### src/sv/hrhp_pkg.sv
// shared types, codes and constant tables for the http request header parser
// no dependencies
package hrhp_pkg;

  typedef enum logic [3:0] {
    PH_LINE     = 4'd0,
    PH_LINE_CR  = 4'd1,
    PH_EOL      = 4'd2,
    PH_EOL_CR   = 4'd3,
    PH_SKIP     = 4'd4,
    PH_NAME     = 4'd5,
    PH_VALUE    = 4'd6,
    PH_VALUE_CR = 4'd7,
    PH_DONE     = 4'd8,
    PH_BAD      = 4'd9
  } phase_e;

  typedef enum logic [1:0] {
    KIND_OTHER = 2'd0,
    KIND_HOST  = 2'd1,
    KIND_AGENT = 2'd2
  } kind_e;

  typedef enum logic [2:0] {
    TAG_NONE     = 3'd0,
    TAG_METHOD   = 3'd1,
    TAG_RESOURCE = 3'd2,
    TAG_VERSION  = 3'd3,
    TAG_HOST     = 3'd4,
    TAG_AGENT    = 3'd5
  } tag_e;

  typedef enum logic [1:0] {
    STAT_PENDING   = 2'd0,
    STAT_COMPLETE  = 2'd1,
    STAT_MALFORMED = 2'd2
  } stat_e;

  typedef struct packed {
    phase_e     phase;
    logic [1:0] token_count;
    logic       in_token;
    logic [3:0] name_pos;
    logic       host_cand;
    logic       agent_cand;
    kind_e      kind;
    logic       host_seen;
    logic       agent_seen;
    logic       value_nonempty;
  } parse_st_t;

  typedef struct packed {
    logic host;
    logic agent;
  } match_t;

  localparam parse_st_t ST_RESET = '{
    phase:          PH_LINE,
    token_count:    2'd0,
    in_token:       1'b0,
    name_pos:       4'd0,
    host_cand:      1'b1,
    agent_cand:     1'b1,
    kind:           KIND_OTHER,
    host_seen:      1'b0,
    agent_seen:     1'b0,
    value_nonempty: 1'b0
  };

  localparam logic [7:0] CH_CR    = 8'h0d;
  localparam logic [7:0] CH_LF    = 8'h0a;
  localparam logic [7:0] CH_COLON = 8'h3a;
  localparam logic [7:0] CH_SPACE = 8'h20;

  localparam logic [1:0] TOKEN_MAX = 2'd3;
  localparam logic [3:0] POS_MAX   = 4'd15;
  localparam logic [3:0] HOST_LEN  = 4'd4;
  localparam logic [3:0] AGENT_LEN = 4'd10;

  localparam logic [7:0] HOST_WORD [4] = '{8'h48, 8'h4f, 8'h53, 8'h54};
  localparam logic [7:0] AGENT_WORD [10] = '{
    8'h55, 8'h53, 8'h45, 8'h52, 8'h2d, 8'h41, 8'h47, 8'h45, 8'h4e, 8'h54
  };

  function automatic logic [7:0] to_upper(input logic [7:0] b);
    logic [7:0] r;
    r = b;
    if (b >= 8'h61 && b <= 8'h7a) begin
      r = b - 8'd32;
    end
    return r;
  endfunction

endpackage

### src/sv/hrhp_name_match.sv
// compares one header name byte against the host and user-agent words
// depends on hrhp_pkg
module hrhp_name_match import hrhp_pkg::*; (
  input  logic [7:0] byte_i,
  input  logic [3:0] pos_i,
  output match_t     match_o
);

  logic [7:0] upper;

  assign upper = to_upper(byte_i);

  always_comb begin
    match_o.host  = 1'b0;
    match_o.agent = 1'b0;
    if (pos_i < HOST_LEN) begin
      match_o.host = (HOST_WORD[pos_i[1:0]] == upper);
    end
    if (pos_i < AGENT_LEN) begin
      match_o.agent = (AGENT_WORD[pos_i] == upper);
    end
  end

endmodule

### src/sv/hrhp_step.sv
// next parse state and result for one request byte
// depends on hrhp_pkg and hrhp_name_match
module hrhp_step import hrhp_pkg::*; (
  input  parse_st_t  st_i,
  input  logic [7:0] data_byte_i,
  input  logic       first_byte_i,
  input  logic       last_byte_i,
  output parse_st_t  st_o,
  output tag_e       tag_o,
  output stat_e      status_o
);

  parse_st_t  cur;
  logic       is_cr, is_lf, is_sp, is_colon, is_ws;
  logic       name_fresh, name_go;
  logic [3:0] ctx_pos;
  logic       ctx_host, ctx_agent;
  match_t     hit;
  logic [1:0] next_tc;
  tag_e       tag_raw;

  assign cur      = first_byte_i ? ST_RESET : st_i;
  assign is_cr    = (data_byte_i == CH_CR);
  assign is_lf    = (data_byte_i == CH_LF);
  assign is_sp    = (data_byte_i == CH_SPACE);
  assign is_colon = (data_byte_i == CH_COLON);
  assign is_ws    = is_cr || is_lf || is_sp;

  assign name_fresh = !is_ws && ((cur.phase == PH_EOL) || (cur.phase == PH_EOL_CR && !is_lf)
                      || (cur.phase == PH_SKIP));
  assign name_go    = name_fresh || (cur.phase == PH_NAME);
  assign ctx_pos    = name_fresh ? 4'd0 : cur.name_pos;
  assign ctx_host   = name_fresh ? 1'b1 : cur.host_cand;
  assign ctx_agent  = name_fresh ? 1'b1 : cur.agent_cand;
  assign next_tc    = cur.token_count + 2'd1;

  hrhp_name_match u_match (
    .byte_i  (data_byte_i),
    .pos_i   (ctx_pos),
    .match_o (hit)
  );

  // next state
  always_comb begin
    st_o = cur;
    unique case (cur.phase)
      PH_LINE: begin
        if (is_sp) begin
          st_o.in_token = 1'b0;
        end else if (is_cr) begin
          st_o.phase = PH_LINE_CR;
        end else if (!cur.in_token) begin
          if (cur.token_count == TOKEN_MAX) begin
            st_o.phase = PH_BAD;
          end else begin
            st_o.in_token    = 1'b1;
            st_o.token_count = next_tc;
          end
        end
      end
      PH_LINE_CR, PH_VALUE_CR: begin
        st_o.phase = is_lf ? PH_EOL : PH_BAD;
      end
      PH_EOL: begin
        if (is_cr) begin
          st_o.phase = PH_EOL_CR;
        end else if (is_lf || is_sp) begin
          st_o.phase = PH_SKIP;
        end
      end
      PH_EOL_CR: begin
        if (is_lf) begin
          st_o.phase = PH_DONE;
        end else if (is_cr || is_sp) begin
          st_o.phase = PH_SKIP;
        end
      end
      PH_SKIP, PH_NAME, PH_DONE: begin
      end
      PH_VALUE: begin
        if (is_cr) begin
          st_o.phase = cur.value_nonempty ? PH_VALUE_CR : PH_BAD;
        end else if (!(is_sp && !cur.value_nonempty)) begin
          st_o.value_nonempty = 1'b1;
        end
      end
      default: begin
        st_o.phase = PH_BAD;
      end
    endcase

    if (name_go) begin
      st_o.phase      = PH_NAME;
      st_o.name_pos   = ctx_pos;
      st_o.host_cand  = ctx_host;
      st_o.agent_cand = ctx_agent;
      if (name_fresh) begin
        st_o.kind           = KIND_OTHER;
        st_o.value_nonempty = 1'b0;
      end
      if (is_cr || is_lf) begin
        st_o.phase = PH_BAD;
      end else if (is_colon) begin
        st_o.phase          = PH_VALUE;
        st_o.value_nonempty = 1'b0;
        if (ctx_host && ctx_pos == HOST_LEN && !cur.host_seen) begin
          st_o.kind      = KIND_HOST;
          st_o.host_seen = 1'b1;
        end else if (ctx_agent && ctx_pos == AGENT_LEN && !cur.agent_seen) begin
          st_o.kind       = KIND_AGENT;
          st_o.agent_seen = 1'b1;
        end else begin
          st_o.kind = KIND_OTHER;
        end
      end else begin
        st_o.host_cand  = ctx_host && hit.host;
        st_o.agent_cand = ctx_agent && hit.agent;
        if (ctx_pos < POS_MAX) begin
          st_o.name_pos = ctx_pos + 4'd1;
        end
      end
    end

    if (last_byte_i && st_o.phase != PH_DONE) begin
      st_o.phase = PH_BAD;
    end
  end

  // result
  always_comb begin
    tag_raw = TAG_NONE;
    if (cur.phase == PH_LINE && !is_sp && !is_cr) begin
      unique case (cur.in_token ? cur.token_count : next_tc)
        2'd1:    tag_raw = TAG_METHOD;
        2'd2:    tag_raw = TAG_RESOURCE;
        2'd3:    tag_raw = TAG_VERSION;
        default: tag_raw = TAG_NONE;
      endcase
    end else if (cur.phase == PH_VALUE && !is_cr && !(is_sp && !cur.value_nonempty)) begin
      unique case (cur.kind)
        KIND_HOST:  tag_raw = TAG_HOST;
        KIND_AGENT: tag_raw = TAG_AGENT;
        default:    tag_raw = TAG_NONE;
      endcase
    end

    tag_o    = tag_raw;
    status_o = STAT_PENDING;
    if (st_o.phase == PH_DONE) begin
      status_o = STAT_COMPLETE;
    end else if (st_o.phase == PH_BAD) begin
      status_o = STAT_MALFORMED;
      tag_o    = TAG_NONE;
    end
  end

endmodule

### src/sv/http_request_header_parser.sv
// the result of an accepted byte is held on the output register in the following cycle
// throughput: one byte per cycle, unless a full output register is held by a low out_ready_i
// a new byte is taken whenever the output register is empty or being drained
// reset clears the parse state to the start of a request line and empties the output
// depends on hrhp_pkg and hrhp_step
module http_request_header_parser import hrhp_pkg::*; (
  input  logic       clk_i,
  input  logic       rst_ni,
  input  logic       in_valid_i,
  output logic       in_ready_o,
  input  logic [7:0] data_byte_i,
  input  logic       first_byte_i,
  input  logic       last_byte_i,
  output logic       out_valid_o,
  input  logic       out_ready_i,
  output logic [2:0] field_tag_o,
  output logic [1:0] parse_status_o
);

  parse_st_t state_q, state_d;
  tag_e      tag_d, tag_q;
  stat_e     status_d, status_q;
  logic      out_valid_q;
  logic      in_accept;

  assign in_ready_o = !out_valid_q || out_ready_i;
  assign in_accept  = in_valid_i && in_ready_o;

  hrhp_step u_step (
    .st_i         (state_q),
    .data_byte_i  (data_byte_i),
    .first_byte_i (first_byte_i),
    .last_byte_i  (last_byte_i),
    .st_o         (state_d),
    .tag_o        (tag_d),
    .status_o     (status_d)
  );

  always_ff @(posedge clk_i or negedge rst_ni) begin
    if (!rst_ni) begin
      state_q     <= ST_RESET;
      out_valid_q <= 1'b0;
    end else begin
      if (in_accept) begin
        state_q <= state_d;
      end
      if (in_accept) begin
        out_valid_q <= 1'b1;
      end else if (out_ready_i) begin
        out_valid_q <= 1'b0;
      end
    end
  end

  always_ff @(posedge clk_i) begin
    if (in_accept) begin
      tag_q    <= tag_d;
      status_q <= status_d;
    end
  end

  assign out_valid_o    = out_valid_q;
  assign field_tag_o    = tag_q;
  assign parse_status_o = status_q;

  a_final_no_tag: assert property (@(posedge clk_i) disable iff (!rst_ni)
    out_valid_o && (parse_status_o != STAT_PENDING) |-> field_tag_o == TAG_NONE)
    else $error("tag on a finished or malformed result");

  a_last_not_pending: assert property (@(posedge clk_i) disable iff (!rst_ni)
    in_valid_i && in_ready_o && last_byte_i |=> parse_status_o != STAT_PENDING)
    else $error("last byte left the request pending");

  a_version_third_token: assert property (@(posedge clk_i) disable iff (!rst_ni)
    out_valid_o && field_tag_o == TAG_VERSION |-> state_q.token_count == TOKEN_MAX)
    else $error("version tag without a third token");

  a_first_restarts: assert property (@(posedge clk_i) disable iff (!rst_ni)
    in_valid_i && in_ready_o && first_byte_i && !last_byte_i
    |=> state_q.phase == PH_LINE || state_q.phase == PH_LINE_CR)
    else $error("first byte did not restart the request line");

endmodule
### config.mk
export PLATFORM = sky130hd
export DESIGN_NAME = http_request_header_parser
export DESIGN_NICKNAME = d
export VERILOG_FILES = /design/src/sv/hrhp_pkg.sv /design/src/sv/hrhp_name_match.sv /design/src/sv/hrhp_step.sv /design/src/sv/http_request_header_parser.sv
export SDC_FILE = /design/constraint.sdc
export NUM_CORES = 1
export LEC_CHECK = 0
export ABC_CLOCK_PERIOD_IN_PS = 8200
export BUFFER_PORTS_ARGS = -buffer_cell sky130_fd_sc_hd__buf_2
export CAP_MARGIN = 20
export CORE_AREA = 8 8 76 78
export CTS_CLUSTER_DIAMETER = 200
export CTS_CLUSTER_SIZE = 40
export DETAILED_ROUTE_END_ITERATION = 7
export DIE_AREA = 0 0 84 86
export PLACE_DENSITY = 0.78
export SYNTH_ARGS = -nofsm -noshare
export SYNTH_HDL_FRONTEND = slang
export SYNTH_SLANG_ARGS = --single-unit
### constraint.sdc
create_clock -name clk_i -period 8.2 [get_ports clk_i]
set_input_delay 0.82 -clock clk_i [delete_from_list [all_inputs] [get_ports clk_i]]
set_output_delay 0.82 -clock clk_i [all_outputs]
set_load 0.02 [all_outputs]
After elaboration in Yosys (flattened, before gate mapping) --
Memories as Yosys holds them, arrays and structs flattened. Index checks and enable logic that the tools add are counted. Widths: inputs -> output; s select.
Word-level totals: bits of input ports 14, logic and storage cells 145, memory bits (read-only) 128, memories kept 1, register bits 24, output and inout bits 7
Cells by class: bitwise logic cells 2, add/sub/neg operators 3, $lt $le $gt $ge 7, muxes and demuxes 57, reductions and logical operators 37, equal/unequal tests 25
Memory list:
- (no name shown) | words 16, bits a word 8, rd ports 1, clocked after Yosys merged registers in 0, wr ports 0, line hrhp_name_match.sv:20 | match_o.agent = (AGENT_WORD[pos_i] == upper);
Operators with widths (count):
- $mux 4 | 14
- $mux 8 | 5
- $pmux 4 s6 | 1
- $mux 11 | 2
- $mux 3 | 7
- $eq 4x3->1 const B | 5
- $mux 18 | 1
- $bmux 8 s2 | 1
- $eq 4x4->1 const B | 4
- $eq 8x4->1 const B | 2
- $eq 8x6->1 const B | 2
- $eq 8x8->1 | 2
- $logic_and 1x1->1 | 16
- $mux 1 | 14
- $mux 2 | 6
- $mux 6 | 2
- $logic_not 1->1 | 9
- $eq 2x2->1 const B | 4
- $eq 4x2->1 const B | 2
- $ge 8x7->1 const B | 1
- $le 8x7->1 const B | 1
- $logic_or 1x1->1 | 8
- $lt 4x4->1 const B | 2
- $sub 8x6->8 const B | 1
- 18 further kinds | 19

Longest topological paths before layout --
Gate-level depths: netlist of run 1.
depth after elaboration 17, mapped depth 16, gate-level depth less buffers 14

Cells and area by module --
From an unflattened synthesis of run 1, not the netlist that was laid out.
Unflattened totals: cell total of the unflattened synthesis 277, area total of the unflattened synthesis 2501.1 um^2
Modules (own cells, without submodules):
- hrhp_step | sequential area each 0.0 um^2, cells an instance 169, times used 1, area each 1141.1 um^2
- http_request_header_parser | sequential area each 628.1 um^2, cells an instance 47, times used 1, area each 910.9 um^2
- hrhp_name_match | sequential area each 0.0 um^2, cells an instance 61, times used 1, area each 449.2 um^2

Worst setup path before layout of run 1 --
Ideal clock, no wire load.
path type in2reg, from input data_byte_i[4], to register state_q[5] (netlist bit), setup time 0.086 ns, setup slack 4.549 ns, arrival time 3.565 ns, path buffers 2, data required time 8.114 ns, stages 14, path through buf_6 nor4_4 a21oi_2 o2111ai_4 buf_2 nand3_1 inv_1 ha_1 mux2_2 o21ai_0 or4b_1 o221ai_1 nand4_1 o31ai_2
Between the ends: longest elaborated chain between the ends 17, elaborated cells between the ends (all ways) 31
RTL lines:
- start: declaration | line http_request_header_parser.sv:11 | input logic [7:0] data_byte_i,
- $eq 8x4->1 | line hrhp_step.sv:24 | assign is_lf = (data_byte_i == CH_LF);
- $logic_not 1->1 | line hrhp_step.sv:29 | assign name_fresh = !is_ws && ((cur.phase == PH_EOL) || (cur.phase == PH_EOL_CR && !is_lf)
- $logic_and 1x1->1 | line hrhp_step.sv:29
- $logic_or 1x1->1 | line hrhp_step.sv:29
- $logic_or 1x1->1 | line hrhp_step.sv:30 | || (cur.phase == PH_SKIP));
- $logic_and 1x1->1 | line hrhp_step.sv:29
- $mux 4 | line hrhp_step.sv:32 | assign ctx_pos = name_fresh ? 4'd0 : cur.name_pos;
- $not 4->5 (not written as such) | line hrhp_name_match.sv:20
- $mem_v2 16x8
- $mux 8 (not written as such) (2 in a row) | line hrhp_name_match.sv:20
- $eq 8x8->1 | line hrhp_name_match.sv:20
- $mux 1 | line hrhp_name_match.sv:19 | if (pos_i < AGENT_LEN) begin
- $logic_and 1x1->1 | line hrhp_step.sv:117 | st_o.agent_cand = ctx_agent && hit.agent;
- $mux 6 | line hrhp_step.sv:103 | end else if (is_colon) begin
- $mux 11 | line hrhp_step.sv:101 | if (is_cr || is_lf) begin
- $mux 11 (*) | line hrhp_step.sv:92 | if (name_go) begin
- end signal: assignment | line http_request_header_parser.sv:45 | state_q <= state_d;
- end: declaration | line http_request_header_parser.sv:20 | parse_st_t state_q, state_d;
Every way passes the cells marked *; elsewhere a longest branch is shown, timed or not. The select of a mux whose other input is x is not followed. A chain may end at the register's enable or synchronous reset.

Worst setup path after layout of run 1 --
from input data_byte_i[3], to register state_q[5] (netlist bit)
The elaborated chain is that of the path after synthesis.

==> results of run 1 <==
[power groups by stage]
| stage | logic (mW) | registers, mW | clock network, mW |
|---|---|---|---|
| 2_1_floorplan | 0.123 | 0.160 | 0 |
| 3_5_place_dp | 0.148 | 0.170 | 0 |
| 4_1_cts | 0.148 | 0.168 | 0.107 |
| 5_1_grt | 0.166 | 0.172 | 0.113 |
| 6_report | 0.149 | 0.169 | 0.104 |
| 3_3_place_gp | 0.146 | 0.170 | 0 |
[cells in the mapped netlist, types with 3 or more instances]
master	instances
a21oi_1	13
a31oi_1	6
a41oi_1	3
and3_1	4
buf_2	6
clkbuf_1	10
dfrtp_1	17
edfxtp_1	5
ha_1	11
inv_1	14
mux2_2	3
nand2_1	33
nand2b_1	6
nand3_1	13
nand4_1	8
nor2_1	25
nor2b_1	6
nor3_1	5
nor4_1	3
o21ai_0	22
o22ai_1	4
o2bb2ai_1	3
o31ai_1	5
or3_1	3
xnor2_1	3
[worst reg2reg max path, delay by kind of cell (launching register included)]
family | cells | cell delay (ns)
mux | 1 | 0.17
buf+inv | 1 | 0.19
fa+ha+maj | 1 | 0.26
compound gates | 5 | 0.95
simple gates | 4 | 1.06
flops | 1 | 0.55
[layer usage]
metal | up-vias | part of all wire
met1 | 998 | 0.42
li1 | 1058 | -
met5 | - | 0
met4 | 0 | 0.015
met2 | 111 | 0.48
met3 | 10 | 0.085
[metrics by stage]
stage	setup WS, ns	hold WS [ns]	util	power [mW]
final	4.39	0.481	0.521	0.422
after global routing	4.18	0.502	0.521	0.451
after CTS	4.44	0.486	0.521	0.423
after detailed placement	4.14	0.464	0.505	0.318
after global placement	4.27	0.453	0.505	0.316
after floorplan	4.55	0.438	-	0.282
[cell type report]
cell class / count / area, um2 / area share
well taps: 54 / 67.6 / 0.0282
repair buffers: 20 / 100 / 0.0418
clock buffers: 3 / 41.3 / 0.0172
flip-flops and latches: 24 / 628 / 0.262
inverters: 14 / 52.6 / 0.0219
clock inverters: 1 / 30.0 / 0.0125
multi-input cells: 225 / 1480 / 0.616
[cells by family (layout without fill, tap and decap cells)]
group                    after synthesis  after routing  share of synthesized area
AND/OR/NAND/NOR                      122            122                      0.286
AO/OA/AOI/OAI                         84             84                      0.273
buffers and inverters                 32             38                     0.0604
flip-flops                            24             24                      0.281
adder cells (fa/ha/maj)               11             11                     0.0615
multiplexers                           5              5                     0.0263
XOR/XNOR                               3              3                     0.0117
[sequential cells by signal (all words and copies together), names as in the netlist]
name            cells
state_q            18
field_tag_o         3
parse_status_o      2
out_valid_o         1
[worst paths after layout]
check / slack [ns] / depth (start not counted) / endpoint
max: 4.39 / 13 / state_q[5]$_DFFE_PN1P_
min: 0.48 / 1 / state_q[16]$_DFFE_PN0P_
max reg2reg: 4.96 / 12 / state_q[5]$_DFFE_PN1P_
min reg2reg: 0.48 / 2 / state_q[1]$_DFFE_PN0P_
max in group asynchronous: 7.36 / 1 / state_q[6]$_DFFE_PN1P_
min in group clk_i: 0.48 / 2 / state_q[1]$_DFFE_PN0P_
==> qor.yml, run 1 <==
yosys:
  synth.avg_cell_area_um2: 7.97
  ys_types: 62
  syn_area_um2: 2240
  synth_seq_cells: 24
  ys_async_sr_fraction: 0.792
  netlist.area_leader.share: 0.190
  synth_top_area_cell: "dfrtp_1"
  synthCells: 281
  synth_area_leaders: "dfrtp_1, edfxtp_1, ha_1"
  synth.net_count: 306
  ys_seq_area_frac: 0.281
  synth_ff_type: "dfrtp_1"
  synth_edf_count: 5
  yosys_warnings: 0
global_route:
  overflow: 0
  grt_pass1_vias: 2070
  grt_use_total: 0.156
  grt-busiest-layer: "met2"
  grtUsageMet2: 0.251
  grt_use_met3: 0.0398
  grt_util_met1: 0.194
  grt_max_degree: 21
  antenna_found_initial: 0
  grt_pass1_wl_mm: 9.55
worst_setup_path:
  path_common_cell: "nand3_1"
  r2r_start: "state_q[16]$_DFFE_PN0P_"
  required_ns: 8.39
  critPathTopFamily: "simple AND/OR/NAND/NOR gates"
  arrival_ns: 4.01
  criticalPathCategory: "in2reg"
  worstSetupEndpointType: "register"
  crit_start: "data_byte_i[3]"
  crit_buf_inv: 2
  slowest_delay_ns: 0.47
  crit_fanout: 13
  cp-start-kind: "primary input"
  path_cells: "buf_2 > nor4_1 > nand3_1 > o2111ai_4 > nand3_1 > inv_1 > ha_1 > mux2_2 > o21ai_0 > or4b_1 > o221ai_1 > nand4_1 > o31ai_2"
  cpMaxStageDelayCell: "or4b_1"
drt:
  drc_errors: 0
  dr.pass1.iters: 5
  ant_nets: 0
  via_per_inst: 6.38
  wire_per_inst_um: 16.4
  wl_mm: 5.59
  first_iter_violations: 146
  vias: 2177
timing:
  tightest_slew_ns: 0.604
  min_period_ns: 3.81
  finalHoldViolCount: 0
  fin_setup_tns_ns: 0
  finalMaxSlewViolations: 0
  period_share: 0.465
  setup_violations: 0
  fmax_mhz: 262
  fin_skew_ns: 0.0108
  rsz0062_at_grt: "false"
  slew_headroom: 0.592
die:
  die_w_um: 84
  start_util: 0.487
  dieArea_um2: 7220
  die_h_um: 86
  ios: 21
  fp.coreArea_um2: 4600
  rows: 25
outcome:
  status: "completed"
power:
  swShare: 0.362
  irDropWorstVdd_mv: 0.128
  clock_power_share: 0.246
  internal-power_mw: 0.269
  power-per-cell-area_nw_per_um2: 176
  p_switching_mw: 0.153
  seq_power_share: 0.400
  combPwrFrac: 0.354
  p_leak_nw: 1.01
cts:
  h-tree-depth: 1
  clkLatencyLatePin_ns: 0.27
  numCtsBuffers: 3
  cts_tree: "yes"
  cts_setup_buffers: 0
  post_cts_resize_count: 0
  cts_hold_buf: 0
  cts_root_buf: "clkbuf_8"
  cts.reportedPaths.clkPinSlew_ns: 0.09
  clock_path_buffers: 2
  cts.sinks: 24
place:
  place_area_um2: 2320
  io_buffers: 20
  place_inst: 337
  routabilityCongestion: 0.921
  dp_hpwl_mm: 4.20
final_layout:
  final_cell_mix: "nand2_1, nor2_1, o21ai_0, buf_2, dfrtp_1"
  finalNetCount: 313
  antenna-diode-count: 0
  fillers: 426
  final_layout_size_suffix_gt1_frac: 0.164
  design_area_um2: 2390
  final_common_cell: "nand2_1"
  syn_to_final_growth_pct: 6.99
  fin_cells: 341
job:
  cap_viol_max_count: 0
hold_path:
  hold_path.class: "in2async"
(Power assumes the default switching activity.)
==> run 2: changes to the inputs <==
ABC_CLOCK_PERIOD_IN_PS = 3900   (was 8200)
clock period = 3.9 ns   (was 8.2 ns; I/O delays follow)
==> run 2 against run 1 <==
Against the previous run: combinational power up 110%; clock power increased by 41%; count of clock-buffer cells in the layout rose by 1; via count increased by 0.60%; routed wire length is 0.30% lower; critical endpoint unchanged; final area decreased by 0.78%; sequential power up 110%; global-route usage decreased by 0.24 points.
==> qor.yml, run 2 (synthesized netlist as in run 1, its figures left out) <==
outcome:
  status: "completed"
timing:
  fmax_mhz: 300
  setup_violations: 0
  fin_skew_ns: 0.00501
  period_share: 0.854
  rsz0062_at_grt: "false"
  setup_ws_ns: 0.570
  finalMaxSlewViolations: 0
  slew_headroom: 0.565
  fin_setup_tns_ns: 0
  min_period_ns: 3.33
  tightest_slew_ns: 0.644
  finalHoldViolCount: 0
final_layout:
  fillers: 438
  antenna-diode-count: 0
  final_common_cell: "nand2_1"
  top_register: "state_q"
  finalNetCount: 314
  design_area_um2: 2380
  syn_to_final_growth_pct: 6.15
  largest_register_ffs: 18
  multi_input_area_um2: 1480
  final_cell_mix: "nand2_1, nor2_1, o21ai_0, buf_2, dfrtp_1"
  final_layout_size_suffix_gt1_frac: 0.163
  regArea_um2: 628
  fin_cells: 342
  fin_util: 0.517
worst_setup_path:
  slowest_delay_ns: 0.53
  cp-start-kind: "primary input"
  arrival_ns: 3.51
  cpMaxStageDelayCell: "nor4_4"
  crit_fanout: 13
  path_cells: "buf_2 > nor4_4 > a21oi_2 > o2111ai_4 > nand3_1 > inv_1 > ha_1 > mux2_2 > o21ai_0 > or4b_1 > o221ai_1 > nand4_1 > o31ai_2"
  worstSetupEndpointType: "register"
  criticalPathCategory: "in2reg"
  required_ns: 4.08
drt:
  drc_errors: 0
  first_iter_violations: 183
  vias: 2190
  wire_per_inst_um: 16.3
  dr.pass1.iters: 5
  ant_nets: 0
  wl_mm: 5.57
  via_per_inst: 6.40
place:
  place_inst: 338
  routabilityCongestion: 0.932
  io_buffers: 20
  place_area_um2: 2330
  pre_cts_slack_ns: 0.336
  dp_hpwl_mm: 4.18
die:
  fp.coreArea_um2: 4600
  die_w_um: 84
  ios: 21
  dieArea_um2: 7220
  rows: 25
  start_util: 0.487
  die_h_um: 86
cts:
  cts_setup_buffers: 0
  cts.sinks: 24
  cts_hold_buf: 0
  cts_tree: "yes"
  h-tree-depth: 1
  numCtsBuffers: 3
  post_cts_resize_count: 0
  clkLatencyLatePin_ns: 0.26
  clock_path_buffers: 2
  cts.reportedPaths.clkPinSlew_ns: 0.08
  cts_root_buf: "clkbuf_8"
global_route:
  grt_use_total: 0.153
  grt_pass1_wl_mm: 9.51
  grt_max_degree: 21
  grt_pass1_vias: 2045
  antenna_found_initial: 0
  overflow: 0
power:
  p_leak_nw: 0.999
  irDropWorstVdd_mv: 0.204
  power-per-cell-area_nw_per_um2: 344
job:
  cap_viol_max_count: 0
hold_path:
  hold_path.class: "in2async"
run 2: through the flow:
stage               power (mW)  hold WS [ns]
finish                   0.816        0.0668
global route             0.873        0.0763
CTS                      0.818        0.0696
detailed placement       0.669         0.358
global placement         0.661         0.354
floorplan                0.594        0.0944
run 2: final cells by class:
type | instances | area share
Clock buffer | 4 | 0.0190
Inverter | 14 | 0.0221
Multi-Input combinational cell | 225 | 0.621
Sequential cell | 24 | 0.264
Tap cell | 54 | 0.0284
Timing Repair Buffer | 21 | 0.0453
run 2: critical path: cells and delay by family:
| kind | cells | cell delay, ns |
|---|---|---|
| buffers and inverters | 2 | 0.35 |
| and+or+nand+nor | 4 | 1.38 |
| muxes | 1 | 0.17 |
| AOI/OAI and AO/OA | 5 | 0.95 |
| adders and majority gates | 1 | 0.25 |
run 2: path summary, 6_finish.rpt:
path | startpoint | to | slack (ns) | depth (start not counted)
min in group clk_i | in_valid_i | out_valid_o$_DFFE_PN0P_ | 0.33 | 2
worst min-delay path | rst_ni | state_q[16]$_DFFE_PN0P_ | 0.07 | 1
worst max register to register | state_q[16]$_DFFE_PN0P_ | state_q[5]$_DFFE_PN1P_ | 0.64 | 12
max in group asynchronous | rst_ni | state_q[5]$_DFFE_PN1P_ | 3.48 | 1
worst min register to register | state_q[1]$_DFFE_PN0P_ | state_q[1]$_DFFE_PN0P_ | 0.47 | 2
worst max-delay path | data_byte_i[4] | state_q[5]$_DFFE_PN1P_ | 0.57 | 13
run 2: power by group:
group | total [mW] | switching [mW] | internal, mW
registers | 0.354 | 0.0531 | 0.300
logic | 0.316 | 0.188 | 0.129
clock network | 0.147 | 0.0739 | 0.0728
run 2: routing by layer:
| layer | vias up | global-route usage | wire length [um] |
|---|---|---|---|
| met1 | 1021 | 0.202 | 2520 |
| met2 | 103 | 0.254 | 2610 |
| met4 | 0 | 0.0220 | 42 |
| met5 | - | 0 | 0 |
| li1 | 1060 | - | - |
| met3 | 6 | 0.0351 | 396 |
==> run 3: changes to the inputs <==
CORE_AREA = 8 8 71 85   (was 8 8 76 78)
DIE_AREA = 0 0 79 93   (was 0 0 84 86)
PLACE_DENSITY = 0.77   (was 0.78)
==> run 3 against run 2 <==
Against the previous run: clock skew is 0.0041 ns higher; global-route usage up 0.67 points; via count fell by 0.78%; power grew 9.8%; critical endpoint unchanged.
==> qor.yml, run 3 (synthesized netlist as in run 1, its figures left out) <==
drt:
  via_per_inst: 6.21
  wire_per_inst_um: 16.4
  dr.pass1.iters: 4
  wl_mm: 5.72
  ant_nets: 0
  drc_errors: 0
  first_iter_violations: 179
  vias: 2173
worst_setup_path:
  reg2reg_slack_ns: 0.59
  r2r_cells: 12
  criticalPathCategory: "in2reg"
  required_ns: 4.09
  crit_fanout: 13
  r2r-end: "state_q[5]$_DFFE_PN1P_"
  worstSetupEndpointType: "register"
  path_cells: "buf_2 > nor4_4 > a21oi_2 > o2111ai_4 > nand3_1 > inv_1 > ha_1 > mux2_2 > o21ai_0 > or4b_1 > o221ai_1 > nand4_1 > o31ai_2"
  slowest_delay_ns: 0.49
  arrival_ns: 3.52
  critPathTopFamily: "simple AND/OR/NAND/NOR gates"
  cp-start-kind: "primary input"
  r2r_start: "state_q[16]$_DFFE_PN0P_"
  cpMaxStageDelayCell: "nor4_4"
  crit_buf_inv: 2
timing:
  tightest_slew_ns: 0.648
  slew_headroom: 0.562
  fin_setup_tns_ns: 0
  setup_violations: 0
  period_share: 0.853
  setup_ws_ns: 0.572
  hold_slack_ns: 0.0426
  finalMaxSlewViolations: 0
  finalHoldViolCount: 0
  min_period_ns: 3.33
  fmax_mhz: 301
  fin_skew_ns: 0.00908
  rsz0062_at_grt: "false"
die:
  start_util: 0.470
  ios: 21
  die_h_um: 93
  fp.coreArea_um2: 4760
  rows: 28
  dieArea_um2: 7350
  die_w_um: 79
cts:
  cts.sinks: 24
  post_cts_resize_count: 0
  cts_tree: "yes"
  cts_root_buf: "clkbuf_8"
  cts_hold_buf: 0
  h-tree-depth: 1
  clock_path_buffers: 2
  numCtsBuffers: 3
  clkLatencyLatePin_ns: 0.27
  cts.reportedPaths.clkPinSlew_ns: 0.09
  cts_setup_buffers: 0
final_layout:
  design_area_um2: 2420
  largest_register_ffs: 18
  finalNetCount: 316
  top_register: "state_q"
  final_cell_mix: "nand2_1, nor2_1, o21ai_0, buf_2, dfrtp_1"
  final_layout_size_suffix_gt1_frac: 0.172
  final_common_cell: "nand2_1"
  fin_util: 0.509
  fin_cells: 350
  antenna-diode-count: 0
  syn_to_final_growth_pct: 8.33
place:
  routabilityCongestion: 0.941
  place_area_um2: 2350
  dp_hpwl_mm: 4.35
  pre_cts_slack_ns: 0.323
  io_buffers: 20
  place_inst: 346
power:
  p_leak_nw: 1.02
  clock_power_share: 0.246
  power-per-cell-area_nw_per_um2: 370
  swShare: 0.363
  seq_power_share: 0.380
  combPwrFrac: 0.374
  irDropWorstVdd_mv: 0.277
  power_mw: 0.896
  internal-power_mw: 0.571
  p_switching_mw: 0.325
global_route:
  grt_pass1_vias: 2132
  grt_max_degree: 21
  overflow: 0
  grt_use_total: 0.160
  grt_pass1_wl_mm: 9.69
  antenna_found_initial: 0
hold_path:
  hold_path.class: "in2async"
job:
  cap_viol_max_count: 0
outcome:
  status: "completed"
run 3: changes by cell type in the layout (fill, tap and decap cells not counted):
| cell | before | now |
|---|---|---|
| buf_4 | 1 | 3 |
| clkbuf_1 | 1 | 0 |
| bufinv_16 | 0 | 1 |
run 3: cell type report:
class / count / area, um2
inverter: 14 / 52.6
tap: 60 / 75.1
timing repair buffer: 23 / 123
fill: 484 / 2340
multi-input combinational: 225 / 1480
sequential: 24 / 628
clock inverter: 1 / 30.0
clock buffer: 3 / 41.3
run 3: power by group through the flow:
| stage | logic, mW | clock network [mW] | registers [mW] |
|---|---|---|---|
| CTS | 0.333 | 0.221 | 0.340 |
| detailed placement | 0.332 | 0 | 0.345 |
| floorplan | 0.258 | 0 | 0.335 |
| finish | 0.335 | 0.221 | 0.340 |
| global placement | 0.324 | 0 | 0.344 |
| global route | 0.371 | 0.238 | 0.346 |
run 3: routing by layer:
layer  vias to the layer above  wire length (um)  share of wire  track usage
met5                         -                 0              0            0
met4                         0                64          0.011       0.0759
met3                         6               340          0.059       0.0240
met2                        80              2990           0.52        0.276
met1                      1021              2320           0.41        0.189
li1                       1066                 -              -            -
run 3: worst max path at each step:
stage,slack (ns),endpoint,cells past startpoint,startpoint
2_1_floorplan,0.68,state_q[5]$_DFFE_PN1P_,14,data_byte_i[4]
3_3_place_gp,0.49,state_q[5]$_DFFE_PN1P_,13,data_byte_i[4]
3_5_place_dp,0.32,state_q[5]$_DFFE_PN1P_,13,data_byte_i[4]
4_1_cts,0.58,state_q[5]$_DFFE_PN1P_,13,data_byte_i[4]
5_1_grt,0.36,state_q[5]$_DFFE_PN1P_,13,data_byte_i[4]
6_report,0.57,state_q[5]$_DFFE_PN1P_,13,data_byte_i[4]
run 3: worst register-to-register path: stages, from the launching register on:
cell       delay [ns]
dfrtp_1          0.57
nand2b_1         0.23
a21oi_1          0.16
o2111ai_4        0.42
nand3_1          0.23
inv_1            0.20
ha_1             0.27
mux2_2           0.18
o21ai_0          0.09
or4b_1           0.48
o221ai_1         0.08
nand4_1          0.13
o31ai_2          0.19
